==> config.mk <==
export PLATFORM = sky130hd
export DESIGN_NAME = rppk_front
export DESIGN_NICKNAME = d
export VERILOG_FILES = /design/src/rtl/core/rppk_pkg.sv /design/src/rtl/core/rppk_front.sv
export SDC_FILE = /design/constraint.sdc
export NUM_CORES = 2
export LEC_CHECK = 0
export BUFFER_PORTS_ARGS = -buffer_cell sky130_fd_sc_hd__buf_2
export CAP_MARGIN = 20
export CORE_ASPECT_RATIO = 0.6
export CORE_MARGIN = 2
export CORE_UTILIZATION = 30
export CTS_CLUSTER_DIAMETER = 40
export DETAILED_ROUTE_END_ITERATION = 10
export PLACE_DENSITY_LB_ADDON = 0.05
export SLEW_MARGIN = 20
export SYNTH_ARGS = -nofsm -noshare
export SYNTH_HDL_FRONTEND = slang
export SYNTH_SLANG_ARGS = --single-unit
==> constraint.sdc <==
create_clock -name clock -period 11.5 [get_ports clock]
set_input_delay 0.575 -clock clock [delete_from_list [all_inputs] [get_ports clock]]
set_output_delay 0.575 -clock clock [all_outputs]
set_load 0.05 [all_outputs]
==> src/rtl/core/rppk_pkg.sv <==
// ----------------------------------------------------------------------------
// rppk_pkg
// Shared types, constants and helpers for the roll/pitch point kinematics.
// ----------------------------------------------------------------------------
package rppk_pkg;

   localparam int COORD_W    = 32;
   localparam int DELTA_W    = 33;
   localparam int TRIG_W     = 34;
   localparam int MUL_LAT    = 3;
   localparam int FIFO_DEPTH = 4;
   localparam int MAX_ITER   = 30;

   // 1/(2*pi) in Q0.32, 2*pi in Q3.29, pi/2 in Q2.30, CORDIC gain in Q2.30
   localparam logic [29:0] INV_TWO_PI_Q32 = 30'd683565276;
   localparam logic [31:0] TWO_PI_Q29     = 32'd3373259426;
   localparam logic [30:0] HALF_PI_Q30    = 31'd1686629713;
   localparam logic signed [TRIG_W-1:0] CORDIC_K_Q30 = 34'sd652032874;
   localparam logic [63:0] PROD_LIM = 64'h1000_0000_0000_0000;

   typedef enum logic [2:0] {
      REG_FREQUENCY       = 3'd0,
      REG_ROLL_AMPLITUDE  = 3'd1,
      REG_PITCH_AMPLITUDE = 3'd2,
      REG_PHASE_OFFSET    = 3'd3,
      REG_PITCH_BIAS      = 3'd4,
      REG_CENTER_X        = 3'd5,
      REG_CENTER_Y        = 3'd6,
      REG_CENTER_Z        = 3'd7
   } reg_idx_type;

   typedef struct packed {
      logic [31:0]        frequency;
      logic signed [31:0] roll_amplitude;
      logic signed [31:0] pitch_amplitude;
      logic signed [31:0] phase_offset;
      logic signed [31:0] pitch_bias;
      logic signed [31:0] center_x;
      logic signed [31:0] center_y;
      logic signed [31:0] center_z;
   } cfg_type;

   typedef struct packed {
      logic               op;
      logic [31:0]        u1;
      logic [31:0]        u2;
      logic signed [32:0] dx;
      logic signed [32:0] dy;
      logic signed [32:0] dz;
   } item_type;

   function automatic logic [30:0] atan_q30(input int idx);
      case (idx)
         0:  return 31'd843314857;
         1:  return 31'd497837829;
         2:  return 31'd263043837;
         3:  return 31'd133525159;
         4:  return 31'd67021687;
         5:  return 31'd33543516;
         6:  return 31'd16775851;
         7:  return 31'd8388437;
         8:  return 31'd4194283;
         9:  return 31'd2097149;
         10: return 31'd1048576;
         11: return 31'd524288;
         12: return 31'd262144;
         13: return 31'd131072;
         14: return 31'd65536;
         15: return 31'd32768;
         16: return 31'd16384;
         17: return 31'd8192;
         18: return 31'd4096;
         19: return 31'd2048;
         20: return 31'd1024;
         21: return 31'd512;
         22: return 31'd256;
         23: return 31'd128;
         24: return 31'd64;
         25: return 31'd32;
         26: return 31'd16;
         27: return 31'd8;
         28: return 31'd4;
         29: return 31'd2;
         default: return 31'd0;
      endcase
   endfunction

   function automatic logic [31:0] sat32(input logic signed [63:0] v);
      if (v > 64'sd2147483647) begin
         return 32'h7fff_ffff;
      end else if (v < -64'sd2147483648) begin
         return 32'h8000_0000;
      end else begin
         return v[31:0];
      end
   endfunction

endpackage

==> src/rtl/core/rppk_front.sv <==
// ----------------------------------------------------------------------------
// rppk_front
// Accepts request transactions, forms the two phases and the offsets from
// the rotation centre, and hands items to the queue.
// ----------------------------------------------------------------------------
module rppk_front (
   input  logic               clock,
   input  logic               reset,
   input  rppk_pkg::cfg_type  cfg,
   input  logic               req_tvalid,
   output logic               req_tready,
   input  logic               req_tuser,  // op
   input  logic [127:0]       req_tdata,  // time_req, pos_x, pos_y, pos_z
   output logic               push,
   output rppk_pkg::item_type item,
   input  logic               full
);

   logic               vld_ff;
   logic               op_ff;
   logic [31:0]        ft_ff, psi_turn_ff;
   logic signed [32:0] dx_ff, dy_ff, dz_ff;
   logic [63:0]        ft_prod;
   logic signed [62:0] psi_prod;

   assign req_tready = !vld_ff || !full;
   assign push       = vld_ff && !full;

   always_comb begin
      ft_prod  = 64'(cfg.frequency) * 64'(req_tdata[31:0]);
      psi_prod = 63'($signed(cfg.phase_offset))
                 * 63'($signed({1'b0, rppk_pkg::INV_TWO_PI_Q32}));
   end

   always_ff @(posedge clock) begin
      if (reset) begin
         vld_ff <= 1'b0;
      end else if (req_tready) begin
         vld_ff <= req_tvalid;
      end
   end

   always_ff @(posedge clock) begin
      if (req_tready && req_tvalid) begin
         op_ff       <= req_tuser;
         ft_ff       <= ft_prod[31:0];
         psi_turn_ff <= psi_prod[59:28];
         dx_ff <= 33'($signed(req_tdata[63:32])) - 33'($signed(cfg.center_x));
         dy_ff <= 33'($signed(req_tdata[95:64])) - 33'($signed(cfg.center_y));
         dz_ff <= 33'($signed(req_tdata[127:96])) - 33'($signed(cfg.center_z));
      end
   end

   always_comb begin
      item.op = op_ff;
      item.u1 = ft_ff;
      item.u2 = ft_ff + psi_turn_ff;
      item.dx = dx_ff;
      item.dy = dy_ff;
      item.dz = dz_ff;
   end

endmodule

==> impl_metrics.toml <==
[detailed_routing]
avgViaCountPerCell = 4.49
final_antenna_net_count = 0
wl_mm = 143
drc = 0
avgRoutedWirePerCell_um = 20.8
drt-initial-drc-count = 1693
vias = 30900
first_pass_iters = 5

[cts]
post-cts-setup-buffers = 0
path_clk_slew_ps = 70
cts-resized-gates = 0
numCtsBuffers = 17
tritoncts = "built"
h-tree-depth = 4
cts_sinks = 165
clkLatencyLatePin_ps = 510
cts_root_buffer = "clkbuf_16"
cts_hold_buf = 0
cts_buffer_depth = 2

[hold_path]
hp-start = "reset"
hold_path_class = "input pin to flop"
holdPathEnd = "vld_ff"
min_delay_path_depth = 2

[floorplan]
dieArea_um2 = 148000
core_area_um2 = 144000
die_w_um = 495
rows = 108
initial_core_util = 0.302
io-pin-count = 555
dieHeight_um = 299

[synth]
synth_top_family_by_area = "adder cells"
ys_types = 71
yosysSeqAreaShare = 0.114
synth-async-reset-ratio = 0
synth.area.mux_share = 0.000230
syn_avg_cell_area_um2 = 9.54
synth-compound-area-share = 0.0782
yosys.area_share.simple = 0.102
synth_nets = 6327
syn_inst = 4558
ys_warn_count = 0
synth_top_cell_by_area = "fa_1"
synth_adder_area_share = 0.541
ys.flop_type = "edfxtp_1"
netlist.area_leader.share = 0.382
synth-edff-count = 164
synth_area_um2 = 43500
synth_commonest_cells = "inv_1, fa_1, ha_1"
synth_top_cells_by_area = "fa_1, ha_1, edfxtp_1, inv_1, and2_1"
yosys.cell_count.top_type = "inv_1"
ys_ff_latch = 165
synth-xor-area-share = 0.0496

[critical_path]
critical_path_class = "input pin to flop"
critPathLaunchType = "input pin"
r2r_slack_ps = 9180
crit_required_ps = 11750
regToRegStartpoint = "vld_ff"
r2r_end = "ft_ff[28]"
reg2regPathDepth = 3
arrival_ps = 8170
path_max_fanout = 6
crit_path_end_kind = "flop"

[placed_design]
globalplace.congestion = 0.846
pre_cts_slack_ps = 3010
hpwl_mm = 123
io_buffer_count = 458

[sta]
report.final.hold_viol_count = 0
period_share = 0.689
clock-skew-final_ps = 22.1
rsz0062_at_grt = "no"
slew_viol_final = 0
tns_ps = 0
setup_ws_ps = 3580
tightest_slew_ps = 1010
maxSlewHeadroom = 0.324
setup_violations = 0
fmax_mhz = 126
finalCriticalPeriod_ps = 7920

[global_routing]
grt_first_pass_wirelength_mm = 217
grt_usage = 0.198
grt.overflow.total = 0
grt_max_degree = 63
antenna_found_initial = 11
grt_pass1_vias = 32800

[run_status]
status = "finished clean"

[cells_and_area]
multi_input_area_um2 = 33500
areaGrowthSynthToFinish_pct = 11.5
fin_nets = 6708
fillers = 15100
regArea_um2 = 4940
drive_gt1_frac = 0.106

[job]
drv_cap = 0
critical path, cell delays in order:
cell,delay (ps)
buf_2,230
inv_1,330
fa_1,600
inv_1,50
fa_1,460
ha_1,320
fa_1,570
fa_1,440
fa_1,480
fa_1,500
inv_1,50
fa_1,500
inv_1,50
ha_1,370
a2111oi_2,320
o21ai_1,110
o22a_1,240
a221oi_2,310
a21oi_2,140
o31ai_4,540
o21ai_2,220
a221oi_4,370
o21ai_2,100
a211o_1,270
kinds of logic (layout without fill, tap and decap cells):
| family | Yosys count | count (layout) |
|---|---|---|
| other | 0 | 5 |
| XOR/XNOR | 246 | 246 |
| AO/OA/AOI/OAI | 510 | 510 |
| adder cells (fa/ha/maj) | 1381 | 1381 |
| flip-flops | 165 | 165 |
| multiplexers | 1 | 1 |
| AND/OR/NAND/NOR | 914 | 914 |
| buffers and inverters | 1341 | 1735 |
per-stage QoR:
stage | util | hold WS, ps | instances | instance area, um^2
floorplan | - | 465 | 4558 | 43500
detailed placement | 0.332 | 499 | 6845 | 47800
CTS | 0.336 | 166 | 6877 | 48500
global route | 0.336 | 183 | 6880 | 48500
finish | 0.336 | 209 | 6882 | 48500
global placement | 0.332 | 491 | 6845 | 47800
cell usage in the layout (no fill, tap or decap), types with 5 or more instances in the layout:
master and count:
inv_1 1234, fa_1 829, ha_1 551, buf_2 458
nand2_1 368, and2_1 256, xnor2_1 172, edfxtp_1 164
a21oi_1 140, nor2_1 123, o21ai_0 86, xor2_1 74
a21o_1 65, o21a_1 43, nor3_1 33, nand3_1 32
nor2b_1 24, a31oi_1 22, nand2b_1 21, nand4_1 18
a211oi_1 18, clkbuf_16 17, o21bai_1 13, a21boi_0 11
and3_1 10, buf_4 10, o31ai_1 9, o21ai_1 8
o211ai_1 8, or3_1 7, o2111ai_1 6, a2111oi_0 6
or2_2 6, o31a_1 6, diode_2 5, a221oi_1 5
o22ai_1 5, or4_1 5, inv_6 5
worst max path at each step:
stage	startpoint	cells after the start	end	slack (ps)
floorplan	cfg[159]	21	psi_turn_ff[31]	3360
global placement	cfg[140]	24	psi_turn_ff[31]	3060
detailed placement	cfg[140]	24	psi_turn_ff[31]	3010
CTS	cfg[139]	24	psi_turn_ff[31]	3550
global route	cfg[230]	26	ft_ff[30]	3170
finish	cfg[139]	24	psi_turn_ff[31]	3580
sequential cells by signal, summed over array words and instances (netlist names):
register     count
vld_ff           1
ft_ff           32
dz_ff           33
op_ff            1
dy_ff           33
dx_ff           33
psi_turn_ff     32
area by class of cell:
cell class / instances / share of cell area
multi-input combinational: 3052 / 0.691
sequential: 165 / 0.102
inverter: 1235 / 0.0956
tap: 1925 / 0.0497
timing repair buffer: 468 / 0.0488
clock buffer: 18 / 0.00885
clock inverter: 14 / 0.00377
antenna: 5 / 0.000258
routing by layer:
layer | vias up | part of all wire | global-route usage | wire [um]
li1 | 14800 | - | - | -
met1 | 15500 | 0.57 | 0.333 | 80800
met2 | 609 | 0.37 | 0.257 | 52900
met3 | 58 | 0.056 | 0.0429 | 8070
met4 | 6 | 0.0074 | 0.0209 | 1060
met5 | - | 0.00029 | 0 | 41
Power is not shown: default switching activity piles up to over one toggle a cycle in this logic, so the estimate is an artifact.
