`config.mk`:
```
export PLATFORM = sky130hd
export DESIGN_NAME = rppk_fifo
export DESIGN_NICKNAME = d
export VERILOG_FILES = /design/src/rtl/core/rppk_pkg.sv /design/src/rtl/core/rppk_fifo.sv
export SDC_FILE = /design/constraint.sdc
export NUM_CORES = 1
export LEC_CHECK = 0
export BUFFER_PORTS_ARGS = -buffer_cell sky130_fd_sc_hd__buf_4
export CAP_MARGIN = 20
export CELL_PAD_IN_SITES_DETAIL_PLACEMENT = 0
export CELL_PAD_IN_SITES_GLOBAL_PLACEMENT = 1
export CORE_UTILIZATION = 48
export CTS_BUF_LIST = sky130_fd_sc_hd__clkbuf_4 sky130_fd_sc_hd__clkbuf_8
export DETAILED_ROUTE_END_ITERATION = 8
export PLACE_DENSITY = 0.85
export SLEW_MARGIN = 0
export SYNTH_ARGS = -nofsm -noshare
export SYNTH_HDL_FRONTEND = slang
export SYNTH_SLANG_ARGS = --single-unit
export TNS_END_PERCENT = 1
```
`constraint.sdc`:
```
create_clock -name clock -period 10.3 [get_ports clock]
set_input_delay 3.09 -clock clock [delete_from_list [all_inputs] [get_ports clock]]
set_output_delay 3.09 -clock clock [all_outputs]
set_load 0.02 [all_outputs]
```
`src/rtl/core/rppk_pkg.sv`:
```
// ----------------------------------------------------------------------------
// rppk_pkg
// Shared types, constants and helpers for the roll/pitch point kinematics.
// ----------------------------------------------------------------------------
package rppk_pkg;

   localparam int COORD_W    = 32;
   localparam int DELTA_W    = 33;
   localparam int TRIG_W     = 34;
   localparam int MUL_LAT    = 3;
   localparam int FIFO_DEPTH = 4;
   localparam int MAX_ITER   = 30;

   // 1/(2*pi) in Q0.32, 2*pi in Q3.29, pi/2 in Q2.30, CORDIC gain in Q2.30
   localparam logic [29:0] INV_TWO_PI_Q32 = 30'd683565276;
   localparam logic [31:0] TWO_PI_Q29     = 32'd3373259426;
   localparam logic [30:0] HALF_PI_Q30    = 31'd1686629713;
   localparam logic signed [TRIG_W-1:0] CORDIC_K_Q30 = 34'sd652032874;
   localparam logic [63:0] PROD_LIM = 64'h1000_0000_0000_0000;

   typedef enum logic [2:0] {
      REG_FREQUENCY       = 3'd0,
      REG_ROLL_AMPLITUDE  = 3'd1,
      REG_PITCH_AMPLITUDE = 3'd2,
      REG_PHASE_OFFSET    = 3'd3,
      REG_PITCH_BIAS      = 3'd4,
      REG_CENTER_X        = 3'd5,
      REG_CENTER_Y        = 3'd6,
      REG_CENTER_Z        = 3'd7
   } reg_idx_type;

   typedef struct packed {
      logic [31:0]        frequency;
      logic signed [31:0] roll_amplitude;
      logic signed [31:0] pitch_amplitude;
      logic signed [31:0] phase_offset;
      logic signed [31:0] pitch_bias;
      logic signed [31:0] center_x;
      logic signed [31:0] center_y;
      logic signed [31:0] center_z;
   } cfg_type;

   typedef struct packed {
      logic               op;
      logic [31:0]        u1;
      logic [31:0]        u2;
      logic signed [32:0] dx;
      logic signed [32:0] dy;
      logic signed [32:0] dz;
   } item_type;

   function automatic logic [30:0] atan_q30(input int idx);
      case (idx)
         0:  return 31'd843314857;
         1:  return 31'd497837829;
         2:  return 31'd263043837;
         3:  return 31'd133525159;
         4:  return 31'd67021687;
         5:  return 31'd33543516;
         6:  return 31'd16775851;
         7:  return 31'd8388437;
         8:  return 31'd4194283;
         9:  return 31'd2097149;
         10: return 31'd1048576;
         11: return 31'd524288;
         12: return 31'd262144;
         13: return 31'd131072;
         14: return 31'd65536;
         15: return 31'd32768;
         16: return 31'd16384;
         17: return 31'd8192;
         18: return 31'd4096;
         19: return 31'd2048;
         20: return 31'd1024;
         21: return 31'd512;
         22: return 31'd256;
         23: return 31'd128;
         24: return 31'd64;
         25: return 31'd32;
         26: return 31'd16;
         27: return 31'd8;
         28: return 31'd4;
         29: return 31'd2;
         default: return 31'd0;
      endcase
   endfunction

   function automatic logic [31:0] sat32(input logic signed [63:0] v);
      if (v > 64'sd2147483647) begin
         return 32'h7fff_ffff;
      end else if (v < -64'sd2147483648) begin
         return 32'h8000_0000;
      end else begin
         return v[31:0];
      end
   endfunction

endpackage

```
`src/rtl/core/rppk_fifo.sv`:
```
// ----------------------------------------------------------------------------
// rppk_fifo
// Short queue of classified items between the front and back ends.
// ----------------------------------------------------------------------------
module rppk_fifo (
   input  logic               clock,
   input  logic               reset,
   input  logic               push,
   input  rppk_pkg::item_type wr_item,
   output logic               full,
   input  logic               pop,
   output rppk_pkg::item_type rd_item,
   output logic               empty
);

   localparam int DEPTH = rppk_pkg::FIFO_DEPTH;
   localparam int PTR_W = $clog2(DEPTH);

   rppk_pkg::item_type mem_ff [DEPTH];
   logic [PTR_W-1:0]   wptr_ff, rptr_ff;
   logic [PTR_W:0]     cnt_ff;

   always_ff @(posedge clock) begin
      if (push) begin
         mem_ff[wptr_ff] <= wr_item;
      end
   end

   always_ff @(posedge clock) begin
      if (reset) begin
         wptr_ff <= '0;
         rptr_ff <= '0;
         cnt_ff  <= '0;
      end else begin
         if (push) begin
            wptr_ff <= wptr_ff + PTR_W'(1);
         end
         if (pop) begin
            rptr_ff <= rptr_ff + PTR_W'(1);
         end
         cnt_ff <= cnt_ff + (PTR_W+1)'(push) - (PTR_W+1)'(pop);
      end
   end

   assign full    = (cnt_ff == (PTR_W+1)'(DEPTH));
   assign empty   = (cnt_ff == '0);
   assign rd_item = mem_ff[rptr_ff];

endmodule

```
==> results of run 1 <==
-- synthesized netlist by cell type, drive strengths merged --
cell type / count
edfxtp: 656
mux2i: 1
nor3: 1
nand3b: 1
and2: 4
mux4: 164
xnor2: 2
buf: 34
xor3: 1
dfxtp: 9
a21oi: 1
nor2b: 2
inv: 6
fa: 1
clkbuf: 2
ha: 6
nor2: 5
and3: 1
a21bo: 1
-- layer usage --
| metal | up-vias | track usage (%) | part of all wire (%) |
|---|---|---|---|
| li1 | 4741 | - | - |
| met1 | 5646 | 21.9 | 39 |
| met2 | 338 | 28.7 | 50 |
| met3 | 63 | 6.93 | 8.9 |
| met4 | 2 | 7.29 | 2.0 |
| met5 | - | 0 | 0.022 |
-- cell type report --
| type | count | area (um^2) | share of cell area [%] |
|---|---|---|---|
| clock buffers | 137 | 1680 | 5.75 |
| clock inverters | 46 | 236 | 0.810 |
| flip-flops and latches | 665 | 19900 | 68.1 |
| multi-input cells | 191 | 3940 | 13.5 |
| repair buffers | 345 | 2600 | 8.91 |
| inverters | 6 | 22.5 | 0.0771 |
| well taps | 664 | 831 | 2.85 |
-- power by group --
part | switching [W] | total [W] | leakage [nW] | internal, W
logic | 0.000365 | 0.000682 | 2.70 | 0.000317
registers | 0.0000422 | 0.00316 | 6.10 | 0.00311
clock network | 0.000967 | 0.00205 | 1.02 | 0.00108
total | 0.00137 | 0.00589 | 9.83 | 0.00451
-- through the flow --
stage                     hold WS [ns]  instances  setup WS [ns]  util (%)  total power (W)
after floorplan                  0.492        898           2.93         -          0.00362
final                            0.523       2054           3.96      59.3          0.00589
after global routing             0.562       2054           3.66      59.3          0.00611
after global placement           0.498       1871           4.61      55.4          0.00389
after CTS                        0.531       2054           3.78      59.3          0.00596
after detailed placement         0.520       1871           4.57      55.4          0.00391
-- kinds of logic after synthesis --
| family | count (synthesis) | share of synthesized area (%) |
|---|---|---|
| AO/OA/AOI/OAI | 2 | 0.0623 |
| XOR/XNOR | 3 | 0.172 |
| adder cells (fa/ha/maj) | 7 | 0.395 |
| buffers and inverters | 42 | 1.10 |
| flip-flops | 665 | 82.6 |
| multiplexers | 165 | 15.4 |
| AND/OR/NAND/NOR | 14 | 0.312 |
-- flip-flops by register name, indices dropped and copies added (netlist names), named ones only --
| register | flops |
|---|---|
| cnt_ff | 3 |
| wptr_ff | 2 |
| rptr_ff | 2 |
| mem_ff | 656 |
-- worst max-delay path, stage by stage, from the launching register on --
cell,delay [ns]
dfxtp_4,0.77
buf_4,0.84
mux4_2,0.63
buf_4,0.18
-- final timing paths --
check	cells after the start	slack (ns)	startpoint	end
setup reg to reg	4	7.74	wptr_ff[0]	mem_ff[0][148]
hold / removal	2	0.52	rptr_ff[0]	flop
hold reg to reg	2	0.52	rptr_ff[0]	flop
setup / recovery	3	3.96	flop	rd_item[69]
==> run summary, run 1 <==
DRT Pass-1 Iters: 5
Max H-tree Level: 3
Boundary Pins: 334
Die height: 226 um
Most common cell after layout, fill and taps aside: edfxtp_1
Die ar.: 51100 um^2
Filler cell count: 3542
Clock tree sinks: 665
Measured slew at the worst slew-check pin: 1.04 ns
Yosys top cell area share: 81.8%
Unrepaired setup endpoints after global routing: false
Pwr per Cell Area: 202 nW/um^2
Hold_buf cts: 0
Final Cycle Share: 61.6%
Cells after Synth: 898
Design area: 29200 um^2
Starting Density: 48.9%
Clock-pin slew on the worst setup and hold paths: 0.06 ns
Clock latency on the worst-skew pair: 0.69 ns
DRT antenna net count: 0
Worst Path Max Fanout: 50
All-Layer GR Usage: 17.9%
Clock Tree Root: clkbuf_8
DP Area: 27300 um^2
Routed vias: 10800
Syn Area/Cell: 26.8 um^2
Row count: 81
Max clock buf depth: 3
Max Clk Rate: 158 MHz
Num CTS Buffers: 102
WP data arrival: 3.25 ns
Worst Skew: 0.0404 ns
CTS tree: yes
GP Congestion: 0.752
Warnings, synthesis: 0
N_diodes: 0
CP endpoint kind: output port
CP Launch Type: flop
Status: complete, no violations
Mapped Nets: 1073
Dpl hpwl: 26.1 mm
Main area contributors after synthesis: edfxtp_1 (82%), mux4_2 (15%), dfxtp_1 (0.75%), buf_2 (0.35%), buf_4 (0.34%)
Synthesized flop and latch total: 665
Antenna violations before repair: 1
Grt total ovfl: 0
Port Buffer Count: 333
Cell taking the most area after synthesis: edfxtp_1
First-pass GRT wire length: 67.3 mm
Share of cells above drive strength 1: 48.3%
Mapped Area: 24100 um^2
Worst vdd ir: 0.000168 V
Endpoints failing hold: 0
Leakage: 9.83 nW
Via density: 5.25
# Post-CTS Setup Buffers: 0
HP Class: reg2reg
Core ar.: 49300 um^2
Maxcap violations: 0
Layout Nets: 1486
Number of global-route vias before repair: 11600
Yosys cell types: 21
Initial DRC count: 689
Endpoints failing setup: 0
WP data required: 7.21 ns
Residual DRC: 0
Min cycle time layout: 6.34 ns
Drt total wl: 45.4 mm
Setup tns final: 0 ns
Pins Over Slew Limit: 0
Most frequent cells in the layout: edfxtp_1 (656), buf_4 (344), mux4_2 (164)
WL/cell: 22.1 um
Max_slew headroom: 30.4%
Post-cts repair resize count: 0
P&R area growth vs syn: 21.3%
Chip Width: 226 um
Largest net degree at the start of global routing: 87
Setup Crit Path Kind: reg2out
Seq/Total Area, Yosys: 82.6%
(Power assumes the default switching activity.)
==> inputs of run 2 (changes only) <==
clock period = 6.31 ns   (was 10.3 ns; I/O delays follow)
==> run 2 against run 1 <==
Net effect: power grew 63%; critical endpoint is now rd_item[136]; flip-flop and latch count did not move; routed wire length rose by 0.44%; setup slack got worse by 2.4 ns; highest routed layer unchanged; largest power group unchanged.
==> run summary, run 2 (synthesized netlist as in run 1, its figures left out) <==
Status: complete, no violations
Clock Tree Root: clkbuf_8
First-pass GRT wire length: 67.8 mm (+0.64%)
Unrepaired setup endpoints after global routing: false
Max_slew headroom: 20.0% (-10 points)
Reg with most FFs: mem_ff
P&R area growth vs syn: 21.7%
Grt total ovfl: 0 (unchanged)
Setup tns final: 0 ns (unchanged)
Max H-tree Level: 3 (unchanged)
Design area: 29300 um^2 (+0.35%)
Placement Setup Slack: 2.13 ns (-2.44 ns)
Share of cells above drive strength 1: 48.0% (-0.32 points)
Worst R2R Setup Slack: 4.06 ns (-3.68 ns)
Largest net degree at the start of global routing: 165 (+90%)
Endpoints failing hold: 0 (unchanged)
DRT Pass-1 Iters: 7 (+2)
Row count: 81 (unchanged)
Number of global-route vias before repair: 11600 (+0.50%)
Num CTS Buffers: 101 (-0.98%)
Post-cts repair resize count: 0 (unchanged)
WP data arrival: 2.85 ns (-0.40 ns)
Pwr per Cell Area: 328 nW/um^2 (+63%)
Max clock buf depth: 3 (unchanged)
Clock latency on the worst-skew pair: 0.67 ns (-0.02 ns)
R2r startpoint: wptr_ff[1]
Residual DRC: 0 (unchanged)
Layout Nets: 1489 (+0.20%)
Initial DRC count: 663 (-3.8%)
WP buf/inv: 2 (unchanged)
Setup Crit Path Kind: reg2out
Worst Path Max Fanout: 35 (-30%)
Cell family with most CP delay: flip-flops
Most common cell after layout, fill and taps aside: edfxtp_1
Boundary Pins: 334 (unchanged)
Drt total wl: 45.6 mm (+0.44%)
Most used cell, CP: buf_4
Final Cycle Share: 75.2%
Crit-path max cell delay: 0.86 ns (+0.02 ns)
Largest regs: mem_ff (656), cnt_ff (3)
Antenna violations before repair: 1 (unchanged)
CTS tree: yes
HP Class: reg2reg
Clock tree sinks: 665 (unchanged)
GP Congestion: 0.708 (-5.8%)
Max reg flops: 656 (unchanged)
Worst hold start: rptr_ff[0]
CP max stage cell: dfxtp_4
CP Cell Sequence: buf_4 > mux4_2 > buf_4
Pins Over Slew Limit: 0 (unchanged)
Dpl hpwl: 26.3 mm (+0.75%)
Clock-pin slew on the worst setup and hold paths: 0.06 ns (about the same)
WL/cell: 22.1 um (+0.29%)
DRT antenna net count: 0 (unchanged)
N_diodes: 0 (unchanged)
Worst vdd ir: 0.000309 V (+84%)
All-Layer GR Usage: 18.1% (+0.21 points)
Hold_buf cts: 0 (unchanged)
CP Launch Type: flop
Die ar.: 51100 um^2 (unchanged)
Maxcap violations: 0 (unchanged)
WP data required: 4.42 ns (-2.79 ns)
Setup WS post-layout: 1.57 ns (-2.39 ns)
DP Area: 27400 um^2 (+0.39%)
Leakage: 9.85 nW (+0.27%)
Min cycle time layout: 4.74 ns
# Post-CTS Setup Buffers: 0 (unchanged)
Worst hold margin: 0.536 ns (+0.0132 ns)
Chip Width: 226 um (unchanged)
Most frequent cells in the layout: edfxtp_1 (656), buf_4 (342), mux4_2 (164)
Core ar.: 49300 um^2 (unchanged)
Starting Density: 48.9% (unchanged)
Max Clk Rate: 211 MHz
Worst Skew: 0.0207 ns (-0.0196 ns)
Endpoints failing setup: 0 (unchanged)
CP endpoint kind: output port
Routed vias: 10900 (+0.66%)
Via density: 5.28 (+0.51%)
Port Buffer Count: 333 (unchanged)
Measured slew at the worst slew-check pin: 1.20 ns (+0.156 ns)
Die height: 226 um (unchanged)
## run 2: cell types whose count changed in the layout (fill, tap and decap cells not counted)
| cell | before | now |
|---|---|---|
| clkbuf_8 | 104 | 102 |
| bufinv_16 | 1 | 2 |
| clkinv_1 | 27 | 33 |
| clkinv_2 | 14 | 7 |
| clkbuf_4 | 33 | 34 |
| buf_4 | 344 | 342 |
| buf_12 | 1 | 7 |
## run 2: layout make-up
cell class	instances	area, um^2
clock inverters	46	254
clock buffers	136	1660
inverters	6	22.5
fillers	3487	20000
well taps	664	831
repair buffers	349	2710
flip-flops and latches	665	19900
multi-input cells	191	3940
## run 2: per-layer routing
| layer | vias to the layer above | wire length (um) | global-route usage [%] |
|---|---|---|---|
| met1 | 5675 | 18200 | 23.0 |
| li1 | 4736 | - | - |
| met3 | 81 | 3860 | 6.77 |
| met2 | 367 | 22500 | 28.9 |
| met4 | 2 | 1040 | 6.30 |
| met5 | - | 13 | 0 |
## run 2: metrics by stage
stage	util (%)	power (W)	std cells
final	59.5	0.00961	2057
after global routing	59.5	0.00997	2057
after CTS	59.5	0.00974	2057
after detailed placement	55.6	0.00640	1875
after global placement	55.6	0.00637	1875
after floorplan	-	0.00590	898
## run 2: path summary, 6_finish.rpt
check / to / cells past startpoint
max: rd_item[136] / 3
min reg2reg: flop / 2
min: flop / 2
max reg2reg: mem_ff[1][22] / 4
## run 2: report_power, final
part	internal (W)	switching (W)
registers	0.00508	0.0000590
logic	0.000528	0.000617
clock network	0.00178	0.00154
total	0.00739	0.00222
## run 2: tightest hold or removal path, cell delays in order (launching register included)
cell      delay [ns]
dfxtp_1         0.33
nand3b_1        0.09
a21oi_1         0.07
